===== src/rtl/gaussian_splat_grid_macros.svh =====
// assertion helpers used by the grid top module
`ifndef GAUSSIAN_SPLAT_GRID_MACROS_SVH
`define GAUSSIAN_SPLAT_GRID_MACROS_SVH

// same-cycle implication, checked outside reset
`define GSG_ASSERT_NOW(label, clk_sig, rst_n_sig, ante, cons, msg) \
    label: assert property (@(posedge clk_sig) disable iff (!rst_n_sig) (ante) |-> (cons)) \
        else $error(msg);

// next-cycle implication, checked outside reset
`define GSG_ASSERT_NEXT(label, clk_sig, rst_n_sig, ante, cons, msg) \
    label: assert property (@(posedge clk_sig) disable iff (!rst_n_sig) (ante) |=> (cons)) \
        else $error(msg);

`endif


===== src/rtl/gsg_pkg.sv =====
`default_nettype none

package gsg_pkg;

    localparam int CELL_W  = 7;
    localparam int COORD_W = 8;
    localparam int OFF_W   = 4;
    localparam int RAD_W   = 3;
    localparam int D2_W    = 7;
    localparam int WGT_W   = 17;
    localparam int PROD_W  = 24;

    localparam logic [6:0] RST_GRID_WIDTH    = 7'd40;
    localparam logic [6:0] RST_GRID_HEIGHT   = 7'd40;
    localparam logic [1:0] RST_KERNEL_RADIUS = 2'd3;
    localparam logic [6:0] RST_PEAK_LEVEL    = 7'd100;

    localparam logic [1:0] CFG_GRID_WIDTH    = 2'd0;
    localparam logic [1:0] CFG_GRID_HEIGHT   = 2'd1;
    localparam logic [1:0] CFG_KERNEL_RADIUS = 2'd2;
    localparam logic [1:0] CFG_PEAK_LEVEL    = 2'd3;

    typedef enum logic [1:0] {
        CMD_CLEAR = 2'd0,
        CMD_SPLAT = 2'd1,
        CMD_READ  = 2'd2
    } cmd_t;

    typedef enum logic [2:0] {
        ST_CLEAR,
        ST_IDLE,
        ST_SPLAT,
        ST_READ,
        ST_DONE
    } state_t;

    typedef struct packed {
        logic [6:0] grid_width;
        logic [6:0] grid_height;
        logic [1:0] kernel_radius;
        logic [6:0] peak_level;
    } cfg_t;

    typedef struct packed {
        logic busy;
        logic done;
    } splat_status_t;

    // square of an offset magnitude
    function automatic logic [5:0] offset_sq(input logic [2:0] mag);
        logic [5:0] sq;
        case (mag)
            3'd0:    sq = 6'd0;
            3'd1:    sq = 6'd1;
            3'd2:    sq = 6'd4;
            3'd3:    sq = 6'd9;
            3'd4:    sq = 6'd16;
            3'd5:    sq = 6'd25;
            3'd6:    sq = 6'd36;
            default: sq = 6'd49;
        endcase
        return sq;
    endfunction

    // round(65536 * exp(-d2/2)), zero from d2 = 24 on
    function automatic logic [WGT_W-1:0] weight_q16(input logic [D2_W-1:0] d2);
        logic [WGT_W-1:0] w;
        case (d2)
            7'd0:    w = 17'd65536;
            7'd1:    w = 17'd39750;
            7'd2:    w = 17'd24109;
            7'd3:    w = 17'd14623;
            7'd4:    w = 17'd8869;
            7'd5:    w = 17'd5380;
            7'd6:    w = 17'd3263;
            7'd7:    w = 17'd1979;
            7'd8:    w = 17'd1200;
            7'd9:    w = 17'd728;
            7'd10:   w = 17'd442;
            7'd11:   w = 17'd268;
            7'd12:   w = 17'd162;
            7'd13:   w = 17'd99;
            7'd14:   w = 17'd60;
            7'd15:   w = 17'd36;
            7'd16:   w = 17'd22;
            7'd17:   w = 17'd13;
            7'd18:   w = 17'd8;
            7'd19:   w = 17'd5;
            7'd20:   w = 17'd3;
            7'd21:   w = 17'd2;
            7'd22:   w = 17'd1;
            7'd23:   w = 17'd1;
            default: w = 17'd0;
        endcase
        return w;
    endfunction

endpackage

`default_nettype wire


===== src/rtl/gsg_splat_unit.sv =====
`default_nettype none

module gsg_splat_unit #(
    parameter int MAX_WIDTH = 64,
    parameter int MAX_HEIGHT = 64,
    parameter int MAX_RADIUS = 3,
    localparam int ADDR_W = $clog2(MAX_WIDTH * MAX_HEIGHT)
) (
    input  wire logic                       clk,
    input  wire logic                       rst_n,
    input  wire logic                       start,
    input  wire logic [5:0]                 center_col,
    input  wire logic [5:0]                 center_row,
    input  wire gsg_pkg::cfg_t              cfg,
    output logic                            rd_en,
    output logic      [ADDR_W-1:0]          rd_addr,
    input  wire logic [gsg_pkg::CELL_W-1:0] rd_data,
    output logic                            wr_en,
    output logic      [ADDR_W-1:0]          wr_addr,
    output logic      [gsg_pkg::CELL_W-1:0] wr_data,
    output gsg_pkg::splat_status_t          status
);

    // walk state
    logic                              active_reg, active_next;
    logic signed [gsg_pkg::OFF_W-1:0]  dx_reg, dx_next;
    logic signed [gsg_pkg::OFF_W-1:0]  dy_reg, dy_next;
    logic signed [gsg_pkg::OFF_W-1:0]  rad_reg, rad_next;
    logic        [5:0]                 col_reg, col_next;
    logic        [5:0]                 row_reg, row_next;
    logic                              done_reg, done_next;
    // write-back stage
    logic                              wb_valid_reg, wb_valid_next;
    logic        [ADDR_W-1:0]          wb_addr_reg, wb_addr_next;
    logic        [gsg_pkg::CELL_W-1:0] add_reg, add_next;

    logic        [gsg_pkg::RAD_W-1:0]   rad_eff;
    logic signed [gsg_pkg::OFF_W-1:0]   rad_s;
    logic signed [gsg_pkg::COORD_W-1:0] c_s;
    logic signed [gsg_pkg::COORD_W-1:0] r_s;
    logic                               in_grid;
    logic        [ADDR_W-1:0]           addr;
    logic        [2:0]                  dx_mag;
    logic        [2:0]                  dy_mag;
    logic        [gsg_pkg::D2_W-1:0]    d2;
    logic        [gsg_pkg::PROD_W-1:0]  prod;
    logic                               last_step;
    logic        [gsg_pkg::CELL_W:0]    sum;

    always_comb
    begin
        if (int'(cfg.kernel_radius) > MAX_RADIUS)
        begin
            rad_eff = gsg_pkg::RAD_W'(MAX_RADIUS);
        end
        else
        begin
            rad_eff = {1'b0, cfg.kernel_radius};
        end
        rad_s = signed'({1'b0, rad_eff});
    end

    // target cell of the current offset
    always_comb
    begin
        c_s = signed'({2'b00, col_reg}) + gsg_pkg::COORD_W'(dx_reg);
        r_s = signed'({2'b00, row_reg}) + gsg_pkg::COORD_W'(dy_reg);
        in_grid = !c_s[gsg_pkg::COORD_W-1] && !r_s[gsg_pkg::COORD_W-1]
                && (c_s[6:0] < cfg.grid_width) && (int'(c_s[6:0]) < MAX_WIDTH)
                && (r_s[6:0] < cfg.grid_height) && (int'(r_s[6:0]) < MAX_HEIGHT);
        addr = ADDR_W'(r_s[6:0]) * ADDR_W'(MAX_WIDTH) + ADDR_W'(c_s[6:0]);
    end

    // kernel weight times peak, fraction dropped
    always_comb
    begin
        dx_mag = dx_reg[gsg_pkg::OFF_W-1] ? 3'(-dx_reg) : dx_reg[2:0];
        dy_mag = dy_reg[gsg_pkg::OFF_W-1] ? 3'(-dy_reg) : dy_reg[2:0];
        d2 = gsg_pkg::D2_W'(gsg_pkg::offset_sq(dx_mag))
           + gsg_pkg::D2_W'(gsg_pkg::offset_sq(dy_mag));
        prod = gsg_pkg::PROD_W'(cfg.peak_level) * gsg_pkg::PROD_W'(gsg_pkg::weight_q16(d2));
    end

    always_comb
    begin
        last_step = (dx_reg == rad_reg) && (dy_reg == rad_reg);

        active_next   = active_reg;
        dx_next       = dx_reg;
        dy_next       = dy_reg;
        rad_next      = rad_reg;
        col_next      = col_reg;
        row_next      = row_reg;
        done_next     = active_reg && last_step;
        wb_valid_next = active_reg && in_grid;
        wb_addr_next  = addr;
        add_next      = prod[gsg_pkg::CELL_W+15:16];

        if (start)
        begin
            active_next = 1'b1;
            rad_next    = rad_s;
            dx_next     = -rad_s;
            dy_next     = -rad_s;
            col_next    = center_col;
            row_next    = center_row;
        end
        else if (active_reg)
        begin
            if (dx_reg == rad_reg)
            begin
                dx_next = -rad_reg;
                if (dy_reg == rad_reg)
                begin
                    active_next = 1'b0;
                end
                else
                begin
                    dy_next = dy_reg + 1'b1;
                end
            end
            else
            begin
                dx_next = dx_reg + 1'b1;
            end
        end
    end

    always_ff @(posedge clk or negedge rst_n)
    begin
        if (!rst_n)
        begin
            active_reg   <= 1'b0;
            wb_valid_reg <= 1'b0;
            done_reg     <= 1'b0;
        end
        else
        begin
            active_reg   <= active_next;
            wb_valid_reg <= wb_valid_next;
            done_reg     <= done_next;
        end
    end

    always_ff @(posedge clk)
    begin
        dx_reg      <= dx_next;
        dy_reg      <= dy_next;
        rad_reg     <= rad_next;
        col_reg     <= col_next;
        row_reg     <= row_next;
        wb_addr_reg <= wb_addr_next;
        add_reg     <= add_next;
    end

    // read now, add and clamp when the data returns
    always_comb
    begin
        rd_en   = active_reg && in_grid;
        rd_addr = addr;
        sum     = {1'b0, rd_data} + {1'b0, add_reg};
        wr_en   = wb_valid_reg;
        wr_addr = wb_addr_reg;
        wr_data = (sum > {1'b0, cfg.peak_level}) ? cfg.peak_level : sum[gsg_pkg::CELL_W-1:0];
        status.busy = active_reg || wb_valid_reg;
        status.done = done_reg;
    end

endmodule

`default_nettype wire


===== config.mk =====
export PLATFORM = sky130hd
export DESIGN_NAME = gsg_splat_unit
export DESIGN_NICKNAME = d
export VERILOG_FILES = /design/src/rtl/gaussian_splat_grid_macros.svh /design/src/rtl/gsg_pkg.sv /design/src/rtl/gsg_splat_unit.sv
export SDC_FILE = /design/constraint.sdc
export NUM_CORES = 1
export LEC_CHECK = 0
export BUFFER_PORTS_ARGS = -buffer_cell sky130_fd_sc_hd__buf_2
export CAP_MARGIN = 5
export CORE_ASPECT_RATIO = 0.6
export CORE_MARGIN = 3
export CORE_UTILIZATION = 60
export DETAILED_ROUTE_END_ITERATION = 8
export PLACE_DENSITY = 0.88
export SLEW_MARGIN = 20
export SYNTH_ARGS = -nofsm -noshare
export SYNTH_HDL_FRONTEND = slang
export SYNTH_SLANG_ARGS = --single-unit

===== constraint.sdc =====
create_clock -name clk -period 10.46 [get_ports clk]
set_input_delay 0.523 -clock clk [delete_from_list [all_inputs] [get_ports clk]]
set_output_delay 0.523 -clock clk [all_outputs]
set_load 0.02 [all_outputs]

# Word-level counts from Yosys, hierarchy flattened
# Memory sizes are Yosys's and may differ from the RTL's.
# Index checks and enable logic that the tools add are counted.
# word_totals
register_bits,44
rom_bits,544
inputBits,45
word_cells,77
mem_count,1
# classes
addsub,11
mul,1
magnitude_cmp,5
n_eq_ne,15
mux,17
reduce_logical,17
# memory_table
memory,words,word_bits,rd,rd_ports_with_merged_regs,write_ports,line_no,text
(no name shown),32,17,1,0,0,gsg_pkg.sv:68,case (d2)
# ops
op,n
case mux 6 bit (7 select lines),2
two-way mux 4 bit,7
multiplier 7 x 17 -> 23 bit,1
"equality test 3 bit, second input constant",6
two-way mux 17 bit,1
adder 7 x 4 -> 8 bit,2
< comparator 7 bit,2
"< comparator 7 bit, second input constant",2
adder 12 x 7 -> 12 bit,1
"equality test 3 x 2 -> 1 bit, second input constant",4
"adder 4 x 1 -> 4 bit, second input constant",2
adder 7 x 7 -> 8 bit,1
equality test 4 x 3 -> 1 bit,2
greater-than comparator 8 x 7 -> 1 bit,1
logical AND 1 bit,8
negation 2 -> 4 bit,2
adder 6 x 6 -> 7 bit,1
two-way mux 7 bit,1
"equality test 3 x 1 -> 1 bit, second input constant",2
zero test 3 bit,2
two-way mux 3 bit,2
negation 3 bit,2
two-way mux 1 bit,4
nonzero test 2 bit,2
other kinds (5),6

# Depth between registers and ports, before layout
# Gate-level depths: netlist (run 1).
# logic_depth
depth_word,8
depth_mapped,33
ltp_nobuf,31

# Worst setup path after synthesis (run 1)
# OpenSTA, ideal clock, no wires.
# synth_timing
path_kind,reg-to-reg
start,reg dx_reg[0] (netlist bit)
end,reg add_reg[2] (netlist bit)
arrival_time_ns,7.261
t_required_ns,10.388
path_slack_ns,3.127
stages_incl_launch_ff,32
period_less_slack_ns,7.333
path_cell_list,edfxtp_1 -> clkbuf_1 -> inv_1 -> ha_1 -> nand2b_1 -> xnor2_1 -> xnor2_1 -> and2_1 -> ha_1 -> a21o_1 -> a2111o_1 -> and2_1 -> buf_6 -> or2_1 -> buf_6 -> a311oi_4 -> and2_1 -> fa_1 -> fa_1 -> fa_1 -> inv_1 -> fa_1 -> inv_1 -> ha_1 -> a21o_1 -> a21o_1 -> a221oi_1 -> o21ai_0 -> a21oi_1 -> nor2b_1 -> nor2_1 -> xnor2_1
# synth_between
elab_chain_cells,8
word_cells_on_any_way,15
# synth_lines
item,line_no,text
from (decl),gsg_splat_unit.sv:26,"logic signed [gsg_pkg::OFF_W-1:0] dx_reg, dx_next;"
from (signal assigned),gsg_splat_unit.sv:147,dx_reg <= dx_next;
negation 3 bit,gsg_splat_unit.sv:77,dx_mag = dx_reg[gsg_pkg::OFF_W-1] ? 3'(-dx_reg) : dx_reg[2:0];
two-way mux 3 bit (*),gsg_splat_unit.sv:77,
"equality test 3 bit, or another cell as far along",gsg_pkg.sv:52,case (mag)
case mux 6 bit (7 select lines) (*),gsg_pkg.sv:52,
adder 6 x 6 -> 7 bit (*),gsg_splat_unit.sv:80,+ gsg_pkg::D2_W'(gsg_pkg::offset_sq(dy_mag));
memory read (32 x 17 bit) or zero test 2 bit (tied branches),-,
two-way mux 17 bit (*),gsg_pkg.sv:68,
multiplier 7 x 17 -> 23 bit (*),gsg_splat_unit.sv:81,prod = gsg_pkg::PROD_W'(cfg.peak_level) * gsg_pkg::PROD_W'(gsg_pkg::weight_q16(d2));
named net prod (one bit),gsg_splat_unit.sv:46,logic [gsg_pkg::PROD_W-1:0] prod;
to (signal assigned),gsg_splat_unit.sv:153,add_reg <= add_next;
to (decl),gsg_splat_unit.sv:35,"logic [gsg_pkg::CELL_W-1:0] add_reg, add_next;"
# Mark *: on every way through the listed nets, which the timed path passes. The rest lies on a longest branch.
# A chain may end at the register's enable or synchronous reset.

# Worst setup path in the final report (run 1)
# layout_timing
start,reg dy_reg[0] (netlist bit)
end,reg add_reg[2] (netlist bit)
# layout_between
elab_chain_cells,8
word_cells_on_any_way,15
# layout_lines
item,line_no,text
from (decl),gsg_splat_unit.sv:27,"logic signed [gsg_pkg::OFF_W-1:0] dy_reg, dy_next;"
from (signal assigned),gsg_splat_unit.sv:148,dy_reg <= dy_next;
negation 3 bit,gsg_splat_unit.sv:78,dy_mag = dy_reg[gsg_pkg::OFF_W-1] ? 3'(-dy_reg) : dy_reg[2:0];
two-way mux 3 bit (*),gsg_splat_unit.sv:78,
"equality test 3 bit, or another cell as far along",gsg_pkg.sv:52,
case mux 6 bit (7 select lines) (*),gsg_pkg.sv:52,
adder 6 x 6 -> 7 bit (*),gsg_splat_unit.sv:80,
memory read (32 x 17 bit) or zero test 2 bit (tied branches),-,
two-way mux 17 bit (*),gsg_pkg.sv:68,
multiplier 7 x 17 -> 23 bit (*),gsg_splat_unit.sv:81,
named net prod (one bit),gsg_splat_unit.sv:46,
# Marked as above.

==> impl_metrics.toml, run 1 <==
[finish]
multi_input_comb_area_sq_mm = 0.005248
largest_reg_flops = 12
antenna_cells_inserted = 0
fillCellCount = 831
final_layout_size_suffix_gt1_share_pct = 12.79
seqCellArea_sq_mm = 0.001116
area_growth_syn_to_layout_pct = 8.833
final_net_count = 1041

[die]
fp.coreArea_sq_mm = 0.01089
die_height_um = 89.15
floorplan.die_area_sq_mm = 0.01289
placement_rows = 29
start_util_pct = 63.51
die_x_um = 144.6
ioPinCount = 80

[clock_network]
cts-resized-gates = 0
htree_num_levels = 2
postCtsHoldBufs = 0
clock_tree_from_tritoncts = "done"
clk_latency_ns = 0.30
cts-root-to-sink-buffers = 2
worst_setup_hold_path_clk_slew_ns = 0.07
cts-buffers-inserted = 5
ctsRootBufferMaster = "sky130_fd_sc_hd__clkbuf_16"
post-cts-setup-buffer-count = 0
clock_sink_count = 44

[synth]
portion_of_the_post_synthesis_area_used_by_sequential_elements_pct = 16.14
synth.lib_cells_used.distinct = 64
ys_warns = 0
postSynthRegisterBits = 44
synthesis.area_sq_mm = 0.006913
number_of_flops_mapped_to_enable_cells_by_yosys = 22
synth_nets = 979
postSynth.topFlopCell = "sky130_fd_sc_hd__edfxtp_1"
avgSynthCellArea_sq_um = 9.120
postSynthCellCount = 758
async_flop_share_pct = 6.818

[critical_path]
r2r_end = "add_reg[2]"
arrival_ns = 8.87
worstRegToRegCells = 27
critical_path_required_time_ns = 10.69
reg2reg_slack_ns = 1.82
crit_type = "reg -> reg"
worstSetupStartpointType = "register"
end_kind = "register"
crit_fanout = 23
reg2reg_from = "dy_reg[0]"

[global_route]
grt_max_degree = 32
grt_first_pass_wirelength_um = 28060
antenna_found_initial = 0
globalRouteTotalUtil_pct = 27.73
first_global_vias = 5625
overflow = 0

[place]
place.gp.congestion = 0.9595
dp.final_hpwl_um = 13710
buffer_ports.inserted = 79

[sta]
worst_tran_pin_value_ns = 0.7985
fin_crit_sh_pct = 82.61
max_slew_margin_pct = 46.27
timing.clock.skew_ns = 0.008380
unrepaired_setup_endpoints_after_global_routing = "false"
period_needed_ns = 8.641
achievable-frequency_mhz = 115.7
totalNegativeSetupSlack_ns = 0
worst_case_hold_slack_ns = 0.01540
setup_violations = 0
slew_viol_final = 0
hold_viol_final = 0

[flow_run]
maxCapViolCount = 0

[detailed_routing]
wl_per_cell_um = 17.28
antenna_left = 0
vias = 5592
drt_iter0_markers = 528
wl_um = 16590
detail_route.drc_violations = 0
route.detailed.vias_per_inst = 5.825
drt_first_pass_iters = 5

[pwr]
power.density_mw_per_mm2 = 207.1
vdd_ir_drop_max_mv = 0.1064
leakagePower_nw = 3.977

[run_status]
outcome = "finished clean"

[min_path]
min-delay-path-class = "in -> async"
## worst max path at each step
stage,slack [ns],depth (start not counted),startpoint,endpoint
finish,1.82,27,dy_reg[0],add_reg[2]
global route,1.17,28,dy_reg[0],add_reg[2]
CTS,1.82,28,dx_reg[0],add_reg[2]
detailed placement,1.90,27,dy_reg[0],add_reg[2]
global placement,2.28,26,dy_reg[0],add_reg[6]
floorplan,3.13,31,dx_reg[0],add_reg[2]
## synthesized netlist by cell type, drive strengths merged (5+ instances only)
cell	count	area [sq um]
edfxtp	22	660.6
nand2	57	214.0
and2	52	325.3
a21o	16	120.1
nand2b	6	37.54
ha	100	1251
inv	115	431.7
dfxtp	19	380.4
nor2b	9	56.30
o21a	6	45.04
o21bai	9	67.56
o21ai	18	90.08
mux2	7	78.83
xnor2	25	226.5
nor3	31	155.2
fa	76	1521
nor2	29	111.4
o22ai	5	31.28
xor2	22	192.7
a21oi	39	198.9
buf	5	38.78
nand3	16	80.08
clkbuf	19	71.32
mux2i	5	50.05
and3	6	37.54
## metrics by stage
step / setup WS, ns / power, mW / std cells / util (%) / area [sq um]
after floorplan: 3.127 / 1.117 / 758 / - / 6913
after global placement: 2.277 / 1.328 / 952 / 67.72 / 7372
after detailed placement: 1.897 / 1.382 / 952 / 67.72 / 7372
after CTS: 1.821 / 1.558 / 960 / 69.11 / 7523
after global routing: 1.173 / 1.734 / 960 / 69.11 / 7523
final: 1.819 / 1.558 / 960 / 69.11 / 7523
## kinds of logic after synthesis
kind of cell / after synthesis / share of synthesized area [%]
simple gates: 222 / 16.53
fa+ha+maj: 176 / 40.11
mux: 12 / 1.864
xor+xnor: 47 / 6.063
flops: 44 / 16.14
compound gates: 116 / 11.35
buf+inv: 141 / 7.946
## layout make-up
| cell class | count | share of cell area [%] |
|---|---|---|
| multi-input combinational | 573 | 69.75 |
| sequential | 44 | 14.83 |
| inverter | 117 | 5.837 |
| timing repair buffer | 79 | 5.255 |
| tap | 139 | 2.312 |
| clock buffer | 5 | 1.663 |
| clock inverter | 3 | 0.3492 |
## worst max-delay path, cell delays in order, from the launching register on
cell and delay [ns]:
sky130_fd_sc_hd__edfxtp_1 0.60, sky130_fd_sc_hd__inv_1 0.25, sky130_fd_sc_hd__ha_1 0.35, sky130_fd_sc_hd__mux2i_1 0.34, sky130_fd_sc_hd__xor2_1 0.20, sky130_fd_sc_hd__and2_1 0.21
sky130_fd_sc_hd__ha_1 0.26, sky130_fd_sc_hd__a21o_1 0.19, sky130_fd_sc_hd__a2111o_1 0.43, sky130_fd_sc_hd__and2_1 0.28, sky130_fd_sc_hd__or2_1 0.53, sky130_fd_sc_hd__a311oi_4 0.52
sky130_fd_sc_hd__and2_1 0.23, sky130_fd_sc_hd__fa_1 0.43, sky130_fd_sc_hd__fa_1 0.53, sky130_fd_sc_hd__fa_1 0.56, sky130_fd_sc_hd__inv_1 0.06, sky130_fd_sc_hd__fa_1 0.53
sky130_fd_sc_hd__inv_1 0.04, sky130_fd_sc_hd__ha_1 0.29, sky130_fd_sc_hd__a21o_1 0.18, sky130_fd_sc_hd__a21o_1 0.17, sky130_fd_sc_hd__a221oi_1 0.54, sky130_fd_sc_hd__o21ai_0 0.19
sky130_fd_sc_hd__a21oi_1 0.34, sky130_fd_sc_hd__nor2b_1 0.09, sky130_fd_sc_hd__nor2_1 0.13, sky130_fd_sc_hd__xnor2_1 0.13
## report_power, final
| group | leakage (nW) | switching [mW] | internal, mW |
|---|---|---|---|
| clock network | 0.0748 | 0.0736 | 0.0907 |
| logic | 3.49 | 0.712 | 0.437 |
| registers | 0.410 | 0.0245 | 0.220 |
## routing by layer
layer  vias to the layer above  routed length (um)  GRT usage (%)
met5                         -                   0              0
met4                         0                 221          4.826
met3                        24                1710          9.460
met2                       243                7149          43.72
met1                      2697                7512          38.07
li1                       2628                   -              -
## layout by cell type, fill, tap and decap left out, types with 17 or more instances in the layout
| cell type | synthesis | layout |
|---|---|---|
| sky130_fd_sc_hd__edfxtp_1 | 22 | 22 |
| sky130_fd_sc_hd__buf_2 | 1 | 79 |
| sky130_fd_sc_hd__ha_1 | 100 | 100 |
| sky130_fd_sc_hd__dfxtp_1 | 19 | 19 |
| sky130_fd_sc_hd__xor2_1 | 22 | 22 |
| sky130_fd_sc_hd__nand2_1 | 57 | 57 |
| sky130_fd_sc_hd__a21oi_1 | 38 | 38 |
| sky130_fd_sc_hd__nor3_1 | 31 | 31 |
| sky130_fd_sc_hd__o21ai_0 | 17 | 17 |
| sky130_fd_sc_hd__nor2_1 | 28 | 28 |
| sky130_fd_sc_hd__xnor2_1 | 24 | 24 |
| sky130_fd_sc_hd__fa_1 | 76 | 76 |
| sky130_fd_sc_hd__inv_1 | 114 | 114 |
| sky130_fd_sc_hd__and2_1 | 52 | 52 |
No activity file was read; power rests on OpenSTA's default activity.
==> run 2: changes to the inputs <==
Settings changed: CORE_UTILIZATION 60 to 55, PLACE_DENSITY 0.88 to 0.85.
Clock period 10.46 ns to 6.92 ns, I/O delays scaled along.
==> run 2 against run 1 <==
Against the previous run:
- the run now ends with negative setup slack left
- largest power group unchanged
- final cell count rose by 8.4%
- via count grew 14%
- flip-flop and latch count is the same
- wire length rose by 33%
- fmax up 20%
- worst setup slack worse by 2.1 ns
- largest cell class unchanged
- first-iteration DRC count is 35% higher
- critical path type unchanged
- utilization up 0.74 points
- clock power up 74%
- non-clock buffer count increased by 55
- hold slack better by 0.19 ns
==> impl_metrics.toml, run 2 (synthesis results as in run 1) <==
[min_path]
hold-path-endpoint = "col_reg[5]"
worstHoldStart = "center_col[5]"
min-delay-path-class = "in -> reg"
hold-path-cell-count = 1

[run_status]
outcome = "finished, violations left"
failing_checks = "negative setup slack"

[critical_path]
arrival_ns = 7.36
crit_fanout = 12
crit_path_top_cell_by_count = "sky130_fd_sc_hd__fa_1"
crit_buf_inv = 5
end_kind = "register"
reg2reg_from = "dx_reg[1]"
reg2reg_slack_ns = -0.26
r2r_end = "add_reg[2]"
crit_type = "reg -> reg"
worstRegToRegCells = 29
critical_path_required_time_ns = 7.11
critical_path.max_stage_delay_ns = 0.57
timing.critical_path.slowest_stage_cell = "sky130_fd_sc_hd__fa_1"
critical_path.top_delay_family = "adder cells"
worstSetupStartpointType = "register"

[die]
die_x_um = 150.7
placement_rows = 31
ioPinCount = 80
floorplan.die_area_sq_mm = 0.01399
die_height_um = 92.84
start_util_pct = 56.76
fp.coreArea_sq_mm = 0.01218

[detailed_routing]
wl_um = 22120
drt_first_pass_iters = 8
detail_route.drc_violations = 0
wl_per_cell_um = 21.24
vias = 6390
route.detailed.vias_per_inst = 6.138
drt_iter0_markers = 711
antenna_left = 0

[pwr]
vdd_ir_drop_max_mv = 0.1641
power_frac_seq_pct = 11.9
power.clock.fraction_pct = 9.5
power_frac_comb_pct = 78.5
power.switching_fraction_pct = 50.99
leakagePower_nw = 4.322
power.density_mw_per_mm2 = 352.4
totalPowerFinal_mw = 2.998
power.internal_mw = 1.469
power.net_switching_mw = 1.529

[sta]
fin_crit_sh_pct = 103.8
worst_tran_pin_value_ns = 0.9589
achievable-frequency_mhz = 139.3
hold_viol_final = 0
setup_violations = 7
slew_viol_final = 0
unrepaired_setup_endpoints_after_global_routing = "true"
max_slew_margin_pct = 35.48
postLayoutSetupSlackWorst_ns = -0.2598
totalNegativeSetupSlack_ns = -1.465
period_needed_ns = 7.180
timing.clock.skew_ns = 0.01193
worst_case_hold_slack_ns = 0.2095

[clock_network]
cts-root-to-sink-buffers = 2
ctsRootBufferMaster = "sky130_fd_sc_hd__clkbuf_16"
clock_tree_from_tritoncts = "done"
clk_latency_ns = 0.31
clock_sink_count = 44
htree_num_levels = 2
cts-buffers-inserted = 5
worst_setup_hold_path_clk_slew_ns = 0.07

[finish]
largest_reg_flops = 12
final_layout_size_suffix_gt1_share_pct = 27.17
final_core_utilization_pct = 69.86
layout.cell_area.non_filler_sq_mm = 0.008508
final_cell_count_no_fill = 1041
area_growth_syn_to_layout_pct = 23.08
antenna_cells_inserted = 0
final_net_count = 1096
mostFrequentLayoutCells = "sky130_fd_sc_hd__inv_1, sky130_fd_sc_hd__ha_1, sky130_fd_sc_hd__buf_2"
fillCellCount = 792
layout_commonest_cell = "sky130_fd_sc_hd__inv_1"

[place]
dp.cells = 1017
dp.final_hpwl_um = 14330
buffer_ports.inserted = 79
placement_setup_slack_ns = -0.2164
placed_area_sq_mm = 0.007780
place.gp.congestion = 0.9693

[flow_run]
maxCapViolCount = 0

[global_route]
grt_max_degree = 32
overflow = 0
antenna_found_initial = 0
first_global_vias = 5947
grt_first_pass_wirelength_um = 30420
globalRouteTotalUtil_pct = 27.70
-- run 2: changes by cell type in the layout (fill, tap and decap cells not counted), sizes merged --
cell	delta
dlygate4sd3	+1
buf	+54
inv	-1
clkinvlp	+1
bufinv	+1
clkinv	-1
-- run 2: layer usage --
metal	up-vias	track usage, %	wire, um
li1	2730	-	-
met1	2991	40.17	8247
met2	554	41.08	9638
met3	115	8.264	3311
met4	0	5.807	917
met5	-	0	0
-- run 2: repair_timing --
action / in CTS / in global routing
setup buffers: 6 / 9
setup endpoints to repair: 7 / 7
hold buffers: 1 / 0
hold endpoints to repair: 3 / 0
pin swaps: 19 / 53
resized for setup: 23 / 61
-- run 2: power by group through the flow --
stage / combinational [mW] / sequential, mW / clock (mW)
finish: 2.35 / 0.358 / 0.286
global route: 2.55 / 0.364 / 0.301
CTS: 2.00 / 0.356 / 0.286
detailed placement: 1.90 / 0.361 / 0
global placement: 1.84 / 0.358 / 0
floorplan: 1.31 / 0.409 / 0
-- run 2: worst register-to-register path, delay by kind of cell, from the launching register on --
family	cells	cell delay (ns)
DFF	1	0.40
and+or+nand+nor	11	2.07
AOI/OAI and AO/OA	3	0.75
buffers and inverters	5	0.59
xor gates and xnor gates	3	0.51
adders and majority gates	7	2.74
-- run 2: area by class of cell --
| type | instances | area, sq um | area share [%] |
|---|---|---|---|
| Sequential cell | 44 | 1116 | 13.12 |
| Timing Repair Buffer | 134 | 822.0 | 9.662 |
| Tap cell | 165 | 206.4 | 2.426 |
| Clock inverter | 3 | 46.29 | 0.5441 |
| Inverter | 117 | 439.2 | 5.162 |
| Clock buffer | 5 | 125.1 | 1.471 |
| Multi-Input combinational cell | 573 | 5753 | 67.62 |
-- run 2: how the worst max path moves through the flow --
stage               from         end  slack (ns)  cells past startpoint
2_1_floorplan  dx_reg[1]  add_reg[2]        0.04                     30
6_report       dx_reg[1]  add_reg[2]       -0.26                     29
4_1_cts        dx_reg[0]  add_reg[2]        0.02                     29
5_1_grt        dx_reg[1]  add_reg[2]       -0.39                     30
3_5_place_dp   dx_reg[0]  add_reg[2]       -0.22                     29
3_3_place_gp   dx_reg[0]  add_reg[2]       -0.10                     27
